--- src/rtl/rle_pkg.sv ---
`timescale 1ns / 1ps

package rle_pkg;

   localparam int BitsPerPixel = 24;
   localparam int CountWidth   = $clog2(BitsPerPixel);

   localparam logic [1:0] CsrBrightness = 2'd0;
   localparam logic [1:0] CsrLongTicks  = 2'd1;
   localparam logic [1:0] CsrShortTicks = 2'd2;

   localparam logic [7:0] BrightnessReset = 8'd255;
   localparam logic [7:0] LongTicksReset  = 8'd8;
   localparam logic [7:0] ShortTicksReset = 8'd4;

   typedef struct packed {
      logic [7:0] brightness;
      logic [7:0] long_ticks;
      logic [7:0] short_ticks;
   } cfg_type;

   typedef struct packed {
      logic [BitsPerPixel-1:0] word;
      logic                    last;
   } pixel_type;

   // exact x / 255 for x below 65280
   function automatic logic [7:0] div255(input logic [15:0] x);
      logic [16:0] sum;
      sum = {1'b0, x} + {9'd0, x[15:8]} + 17'd1;
      return sum[15:8];
   endfunction

endpackage

--- src/rtl/rgb_led_bit_encoder.sv ---
// data path: an accepted pixel is registered as scaled products, queued in a two-entry
//    queue, then sent as 24 symbols per pixel, one symbol per cycle while the receiver
//    does not stall, by the serializer in the back end, whose outputs are registered
// reset: synchronous, active high; clears the queue and pipeline, brightness 255,
//    long ticks 8, short ticks 4
`timescale 1ns / 1ps

module rgb_led_bit_encoder import rle_pkg::*; (
   input  logic       clock,
   input  logic       reset,
   input  logic       req_valid,
   output logic       req_stall,
   input  logic [7:0] req_red,
   input  logic [7:0] req_green,
   input  logic [7:0] req_blue,
   input  logic       req_last_pixel,
   output logic       rsp_valid,
   input  logic       rsp_stall,
   output logic [7:0] rsp_high_ticks,
   output logic [7:0] rsp_low_ticks,
   output logic       rsp_pixel_done,
   output logic       rsp_frame_end,
   input  logic       csr_valid,
   output logic       csr_ready,
   input  logic [1:0] csr_index,
   input  logic [7:0] csr_data
);

   cfg_type   cfg_ff, cfg_in;
   logic      push, queue_full, pop, head_valid;
   pixel_type push_data, head_data;

   assign csr_ready = 1'b1;

   always_comb begin
      cfg_in = cfg_ff;
      if (csr_valid && csr_ready) begin
         unique case (csr_index)
            CsrBrightness: cfg_in.brightness  = csr_data;
            CsrLongTicks:  cfg_in.long_ticks  = csr_data;
            CsrShortTicks: cfg_in.short_ticks = csr_data;
            default:       cfg_in = cfg_ff;
         endcase
      end
   end

   always_ff @(posedge clock) begin
      if (reset) begin
         cfg_ff.brightness  <= BrightnessReset;
         cfg_ff.long_ticks  <= LongTicksReset;
         cfg_ff.short_ticks <= ShortTicksReset;
      end else begin
         cfg_ff <= cfg_in;
      end
   end

   rle_front u_front (
      .clock          (clock),
      .reset          (reset),
      .req_valid      (req_valid),
      .req_stall      (req_stall),
      .req_red        (req_red),
      .req_green      (req_green),
      .req_blue       (req_blue),
      .req_last_pixel (req_last_pixel),
      .cfg            (cfg_ff),
      .push           (push),
      .push_data      (push_data),
      .queue_full     (queue_full)
   );

   rle_queue u_queue (
      .clock      (clock),
      .reset      (reset),
      .push       (push),
      .push_data  (push_data),
      .full       (queue_full),
      .pop        (pop),
      .head_valid (head_valid),
      .head_data  (head_data)
   );

   rle_back u_back (
      .clock          (clock),
      .reset          (reset),
      .cfg            (cfg_ff),
      .head_valid     (head_valid),
      .head_data      (head_data),
      .pop            (pop),
      .rsp_valid      (rsp_valid),
      .rsp_stall      (rsp_stall),
      .rsp_high_ticks (rsp_high_ticks),
      .rsp_low_ticks  (rsp_low_ticks),
      .rsp_pixel_done (rsp_pixel_done),
      .rsp_frame_end  (rsp_frame_end)
   );

endmodule

--- src/rtl/rle_front.sv ---
`timescale 1ns / 1ps

module rle_front import rle_pkg::*; (
   input  logic       clock,
   input  logic       reset,
   input  logic       req_valid,
   output logic       req_stall,
   input  logic [7:0] req_red,
   input  logic [7:0] req_green,
   input  logic [7:0] req_blue,
   input  logic       req_last_pixel,
   input  cfg_type    cfg,
   output logic       push,
   output pixel_type  push_data,
   input  logic       queue_full
);

   logic        prod_valid_ff, prod_valid_in;
   logic [15:0] red_ff, green_ff, blue_ff;
   logic        last_ff;
   logic        take;

   assign req_stall = prod_valid_ff && queue_full;
   assign take      = req_valid && !req_stall;
   assign push      = prod_valid_ff && !queue_full;

   assign push_data.word = {div255(green_ff), div255(red_ff), div255(blue_ff)};
   assign push_data.last = last_ff;

   always_comb begin
      prod_valid_in = prod_valid_ff;
      if (take) begin
         prod_valid_in = 1'b1;
      end else if (push) begin
         prod_valid_in = 1'b0;
      end
   end

   always_ff @(posedge clock) begin
      if (reset) begin
         prod_valid_ff <= 1'b0;
      end else begin
         prod_valid_ff <= prod_valid_in;
      end
   end

   always_ff @(posedge clock) begin
      if (take) begin
         red_ff   <= req_red * cfg.brightness;
         green_ff <= req_green * cfg.brightness;
         blue_ff  <= req_blue * cfg.brightness;
         last_ff  <= req_last_pixel;
      end
   end

endmodule

--- src/rtl/rle_queue.sv ---
`timescale 1ns / 1ps

module rle_queue import rle_pkg::*; (
   input  logic      clock,
   input  logic      reset,
   input  logic      push,
   input  pixel_type push_data,
   output logic      full,
   input  logic      pop,
   output logic      head_valid,
   output pixel_type head_data
);

   pixel_type   entry_ff [2];
   logic        wr_ptr_ff, wr_ptr_in;
   logic        rd_ptr_ff, rd_ptr_in;
   logic [1:0]  count_ff, count_in;

   assign full       = (count_ff == 2'd2);
   assign head_valid = (count_ff != 2'd0);
   assign head_data  = entry_ff[rd_ptr_ff];

   always_comb begin
      wr_ptr_in = push ? ~wr_ptr_ff : wr_ptr_ff;
      rd_ptr_in = pop ? ~rd_ptr_ff : rd_ptr_ff;
      count_in  = count_ff;
      if (push && !pop) begin
         count_in = count_ff + 2'd1;
      end else if (pop && !push) begin
         count_in = count_ff - 2'd1;
      end
   end

   always_ff @(posedge clock) begin
      if (reset) begin
         wr_ptr_ff <= 1'b0;
         rd_ptr_ff <= 1'b0;
         count_ff  <= 2'd0;
      end else begin
         wr_ptr_ff <= wr_ptr_in;
         rd_ptr_ff <= rd_ptr_in;
         count_ff  <= count_in;
      end
   end

   always_ff @(posedge clock) begin
      if (push) begin
         entry_ff[wr_ptr_ff] <= push_data;
      end
   end

endmodule

--- src/rtl/rle_back.sv ---
`timescale 1ns / 1ps

module rle_back import rle_pkg::*; (
   input  logic       clock,
   input  logic       reset,
   input  cfg_type    cfg,
   input  logic       head_valid,
   input  pixel_type  head_data,
   output logic       pop,
   output logic       rsp_valid,
   input  logic       rsp_stall,
   output logic [7:0] rsp_high_ticks,
   output logic [7:0] rsp_low_ticks,
   output logic       rsp_pixel_done,
   output logic       rsp_frame_end
);

   localparam logic [CountWidth-1:0] LastCount = CountWidth'(BitsPerPixel - 1);

   logic [CountWidth-1:0]   cnt_ff, cnt_in;
   logic [BitsPerPixel-2:0] shift_ff, shift_in;
   logic                    last_ff, last_in;
   logic                    valid_ff, valid_in;
   logic [7:0]              high_ff, high_in;
   logic [7:0]              low_ff, low_in;
   logic                    done_ff, done_in;
   logic                    fend_ff, fend_in;
   logic                    advance, start, avail, emit, cur_bit, final_sym;

   assign advance   = !valid_ff || !rsp_stall;
   assign start     = (cnt_ff == '0);
   assign avail     = !start || head_valid;
   assign emit      = advance && avail;
   assign pop       = emit && start;
   assign final_sym = (cnt_ff == LastCount);
   assign cur_bit   = start ? head_data.word[BitsPerPixel-1] : shift_ff[BitsPerPixel-2];

   always_comb begin
      cnt_in   = cnt_ff;
      shift_in = shift_ff;
      last_in  = last_ff;
      valid_in = advance ? 1'b0 : valid_ff;
      high_in  = high_ff;
      low_in   = low_ff;
      done_in  = done_ff;
      fend_in  = fend_ff;
      if (emit) begin
         cnt_in   = final_sym ? '0 : cnt_ff + 1'b1;
         valid_in = 1'b1;
         high_in  = cur_bit ? cfg.long_ticks : cfg.short_ticks;
         low_in   = cur_bit ? cfg.short_ticks : cfg.long_ticks;
         done_in  = final_sym;
         fend_in  = final_sym && last_ff;
         if (start) begin
            shift_in = head_data.word[BitsPerPixel-2:0];
            last_in  = head_data.last;
         end else begin
            shift_in = {shift_ff[BitsPerPixel-3:0], 1'b0};
         end
      end
   end

   always_ff @(posedge clock) begin
      if (reset) begin
         cnt_ff   <= '0;
         valid_ff <= 1'b0;
      end else begin
         cnt_ff   <= cnt_in;
         valid_ff <= valid_in;
      end
   end

   always_ff @(posedge clock) begin
      shift_ff <= shift_in;
      last_ff  <= last_in;
      high_ff  <= high_in;
      low_ff   <= low_in;
      done_ff  <= done_in;
      fend_ff  <= fend_in;
   end

   assign rsp_valid      = valid_ff;
   assign rsp_high_ticks = high_ff;
   assign rsp_low_ticks  = low_ff;
   assign rsp_pixel_done = done_ff;
   assign rsp_frame_end  = fend_ff;

endmodule

--- config.mk ---
export PLATFORM = sky130hd
export DESIGN_NAME = rgb_led_bit_encoder
export DESIGN_NICKNAME = d
export VERILOG_FILES = /design/src/rtl/rle_pkg.sv /design/src/rtl/rgb_led_bit_encoder.sv /design/src/rtl/rle_front.sv /design/src/rtl/rle_queue.sv /design/src/rtl/rle_back.sv
export SDC_FILE = /design/constraint.sdc
export NUM_CORES = 1
export LEC_CHECK = 0
export ABC_AREA = 1
export BUFFER_PORTS_ARGS = -buffer_cell sky130_fd_sc_hd__buf_2
export CORE_AREA = 5 5 200 144
export DETAILED_ROUTE_END_ITERATION = 6
export DIE_AREA = 0 0 205 149
export PLACE_DENSITY = 0.79
export SLEW_MARGIN = 40
export SYNTH_ARGS = -nofsm -noshare
export SYNTH_HDL_FRONTEND = slang
export SYNTH_SLANG_ARGS = --single-unit
--- constraint.sdc ---
create_clock -name clock -period 4.4 [get_ports clock]
set_input_delay 0.88 -clock clock [delete_from_list [all_inputs] [get_ports clock]]
set_output_delay 0.88 -clock clock [all_outputs]
set_load 0.01 [all_outputs]
==> flow_summary.json <==
{
  "start_util_pct": 57.7,
  "synth_ff_type": "edfxtp_1",
  "clkTransAtPathRegs_ns": 0.09,
  "gp_congestion": 0.901,
  "final_max_slew_viol_count": 0,
  "wl_per_cell_um": 13.9,
  "finalHoldViolations": 0,
  "antenna_found_initial": 3,
  "setup_viol": 0,
  "period_share_pct": 94.1,
  "grt_overflow": 0,
  "grt_usage_pct": 22.9,
  "antenna_left": 0,
  "synth-edff-count": 141,
  "portBuffers": 59,
  "fmax_mhz": 242,
  "worstSkewPairLatency_ns": 0.46,
  "drive_above_1_share_pct": 8.46,
  "ys_seq_area_share_pct": 32.5,
  "grt_setup_unrepaired": "false",
  "die_x_um": 205,
  "ctsLongestPathBuffers": 2,
  "grt_max_degree": 46,
  "cts_buffers": 17,
  "async_flop_share_pct": 0,
  "worstMarginPinSlew_ns": 0.809,
  "hpwl_um": 25900,
  "synth_cell_types": 41,
  "worstSetupStartpointType": "register",
  "ys_seq_elements": 177,
  "fin_crit_ns": 4.14,
  "fillers": 2238,
  "clockRootBuffer": "clkbuf_16",
  "viasPerCell": 5.18,
  "synthesis.area_um2": 15300,
  "path_common_cell": "fa_1",
  "nets": 2323,
  "drt_iter0_drc": 961,
  "remaining_drc_errors": 0,
  "hp-start": "u_front.last_ff$_DFFE_PP_",
  "syn_nets": 2248,
  "dieArea_um2": 30500,
  "cts_setup_buffers": 0,
  "cts-resized-gates": 0,
  "drt_wl_total_um": 33700,
  "skew_ns": 0.0181,
  "fin_cells": 2422,
  "fp.dieH_um": 149,
  "hold_buffers": 0,
  "dpl_cell_area_um2": 16300,
  "power.density_nw_per_um2": 758,
  "status": "finished, final reports clean",
  "critPathMaxStageDelay_ns": 0.60,
  "cts-htree-levels": 4,
  "design.core.area_um2": 26500,
  "end_kind": "register",
  "grt_pass1_wl_um": 57100,
  "final_common_cell": "nand2_1",
  "cp.required_ns": 4.60,
  "vias": 12600,
  "power.leakage_nw": 9.42,
  "crit_chain": "nand2_1 -> inv_1 -> fa_1 -> fa_1 -> fa_1 -> inv_1 -> fa_1 -> inv_1 -> ha_1 -> a21oi_1 -> nor2_1 -> nor2_1 -> nand3_1 -> nand2_1 -> nand2_1",
  "final_area_um2": 16900,
  "worstPathMaxFanout": 16,
  "grt_pass1_vias": 12300,
  "critPathKind": "register to register",
  "syn_avg_cell_area_um2": 7.76,
  "finalPower_mw": 12.8,
  "cpMaxStageDelayCell": "dfxtp_2",
  "final_cell_mix": "595 x nand2_1, 486 x inv_1, 141 x edfxtp_1, 132 x ha_1, 108 x fa_1",
  "crit_arrival_ns": 4.34,
  "num_rows": 50,
  "post-route-util_pct": 64.0,
  "crit_start": "cfg_ff[19]$_SDFFE_PP1P_",
  "slew_headroom_pct": 46.0,
  "yosys_warnings": 0,
  "synthCells": 1968,
  "cap_violations": 0,
  "vdd_drop_max_v": 0.000442,
  "setup_tns_ns": 0,
  "r2r-start": "cfg_ff[19]$_SDFFE_PP1P_",
  "placed_cells": 2388,
  "cts_sinks": 177,
  "hp-class": "register to register",
  "ioPinCount": 61,
  "cts_tree": "built",
  "area_growth_pct": 10.9,
  "first_pass_iters": 5
}
## synth_stat cells (3+ instances only)
master | number | share of area, %
a21oi_1 | 63 | 2.1
a31oi_1 | 22 | 0.90
and2_1 | 6 | 0.25
buf_2 | 5 | 0.16
buf_4 | 3 | 0.15
buf_6 | 3 | 0.22
clkbuf_1 | 46 | 1.1
clkbuf_2 | 10 | 0.33
dfxtp_1 | 36 | 4.7
edfxtp_1 | 141 | 28
fa_1 | 108 | 14
ha_1 | 132 | 11
inv_1 | 487 | 12
nand2_1 | 595 | 15
nand3_1 | 61 | 2.0
nand3b_1 | 4 | 0.20
nand4_1 | 21 | 0.86
nor2_1 | 101 | 2.5
nor3_1 | 15 | 0.49
o21ai_0 | 48 | 1.6
o21bai_1 | 9 | 0.44
or2_2 | 3 | 0.12
xnor2_1 | 15 | 0.86
xor2_1 | 9 | 0.52
## path summary, 6_finish.rpt
path                            cells after the start  slack (ns)                          endpoint
worst max-delay path                               15        0.26     u_front.blue_ff[12]$_DFFE_PP_
worst min-delay path                                0        0.45  u_queue.entry_ff[0][0]$_DFFE_PP_
worst max register to register                     15        0.26     u_front.blue_ff[12]$_DFFE_PP_
worst min register to register                      0        0.45  u_queue.entry_ff[0][0]$_DFFE_PP_
## layout make-up
class                      instances  area (um2)  share of cell area (%)
antenna                            2        5.00                  0.0296
clock buffer                      17         425                    2.51
clock inverter                    15         223                    1.32
inverter                         491        1850                    10.9
multi-input combinational       1233        8190                    48.4
sequential                       177        4960                    29.3
tap                              364         455                    2.69
timing repair buffer             123         828                    4.89
## state kept, by name (all words and copies together) (netlist names), 5 cells and up, named ones only
register               flops
cfg_ff                    24
u_front.red_ff            16
u_back.shift_ff           23
u_back.rsp_low_ticks       8
u_front.blue_ff           16
u_back.cnt_ff              5
u_queue.entry_ff          50
u_back.rsp_high_ticks      8
u_front.green_ff          16
## layer usage
layer / GRT usage (%) / part of all wire, % / wire length (um)
met1: 31.4 / 45 / 15000
met2: 38.8 / 47 / 15900
met3: 3.37 / 6.6 / 2240
met4: 5.52 / 1.5 / 495
met5: 0 / 0.039 / 13
## cell families (layout without fill, tap and decap cells)
| kind of cell | after synthesis | after routing | synth area share [%] |
|---|---|---|---|
| simple gates | 816 | 816 | 21.6 |
| buf+inv | 558 | 646 | 14.1 |
| xor+xnor | 24 | 24 | 1.38 |
| other cells | 1 | 3 | 0.0246 |
| fa+ha+maj | 240 | 240 | 25.0 |
| compound gates | 152 | 152 | 5.45 |
| flops | 177 | 177 | 32.5 |
## report_power, final
| part | leakage [nW] | switching (mW) | internal (mW) |
|---|---|---|---|
| clock network | 0.311 | 0.842 | 0.806 |
| logic | 7.45 | 4.91 | 3.01 |
| registers | 1.66 | 0.346 | 2.91 |
| total | 9.42 | 6.10 | 6.73 |
## worst max-delay path, delay by kind of cell (launching register included)
family,cells,cell delay [ns]
and+or+nand+nor,6,0.57
adders and majority gates,5,2.26
AOI/OAI and AO/OA,1,0.24
buffers and inverters,3,0.20
DFF,1,0.60
## per-stage QoR
step                hold WS [ns]  setup WS [ns]
floorplan                  0.421         0.0492
global placement           0.427        -0.0853
detailed placement         0.453         -0.143
CTS                        0.463         0.0190
global route               0.494         0.0249
finish                     0.455          0.262
No activity file was read; power rests on OpenSTA's default activity.
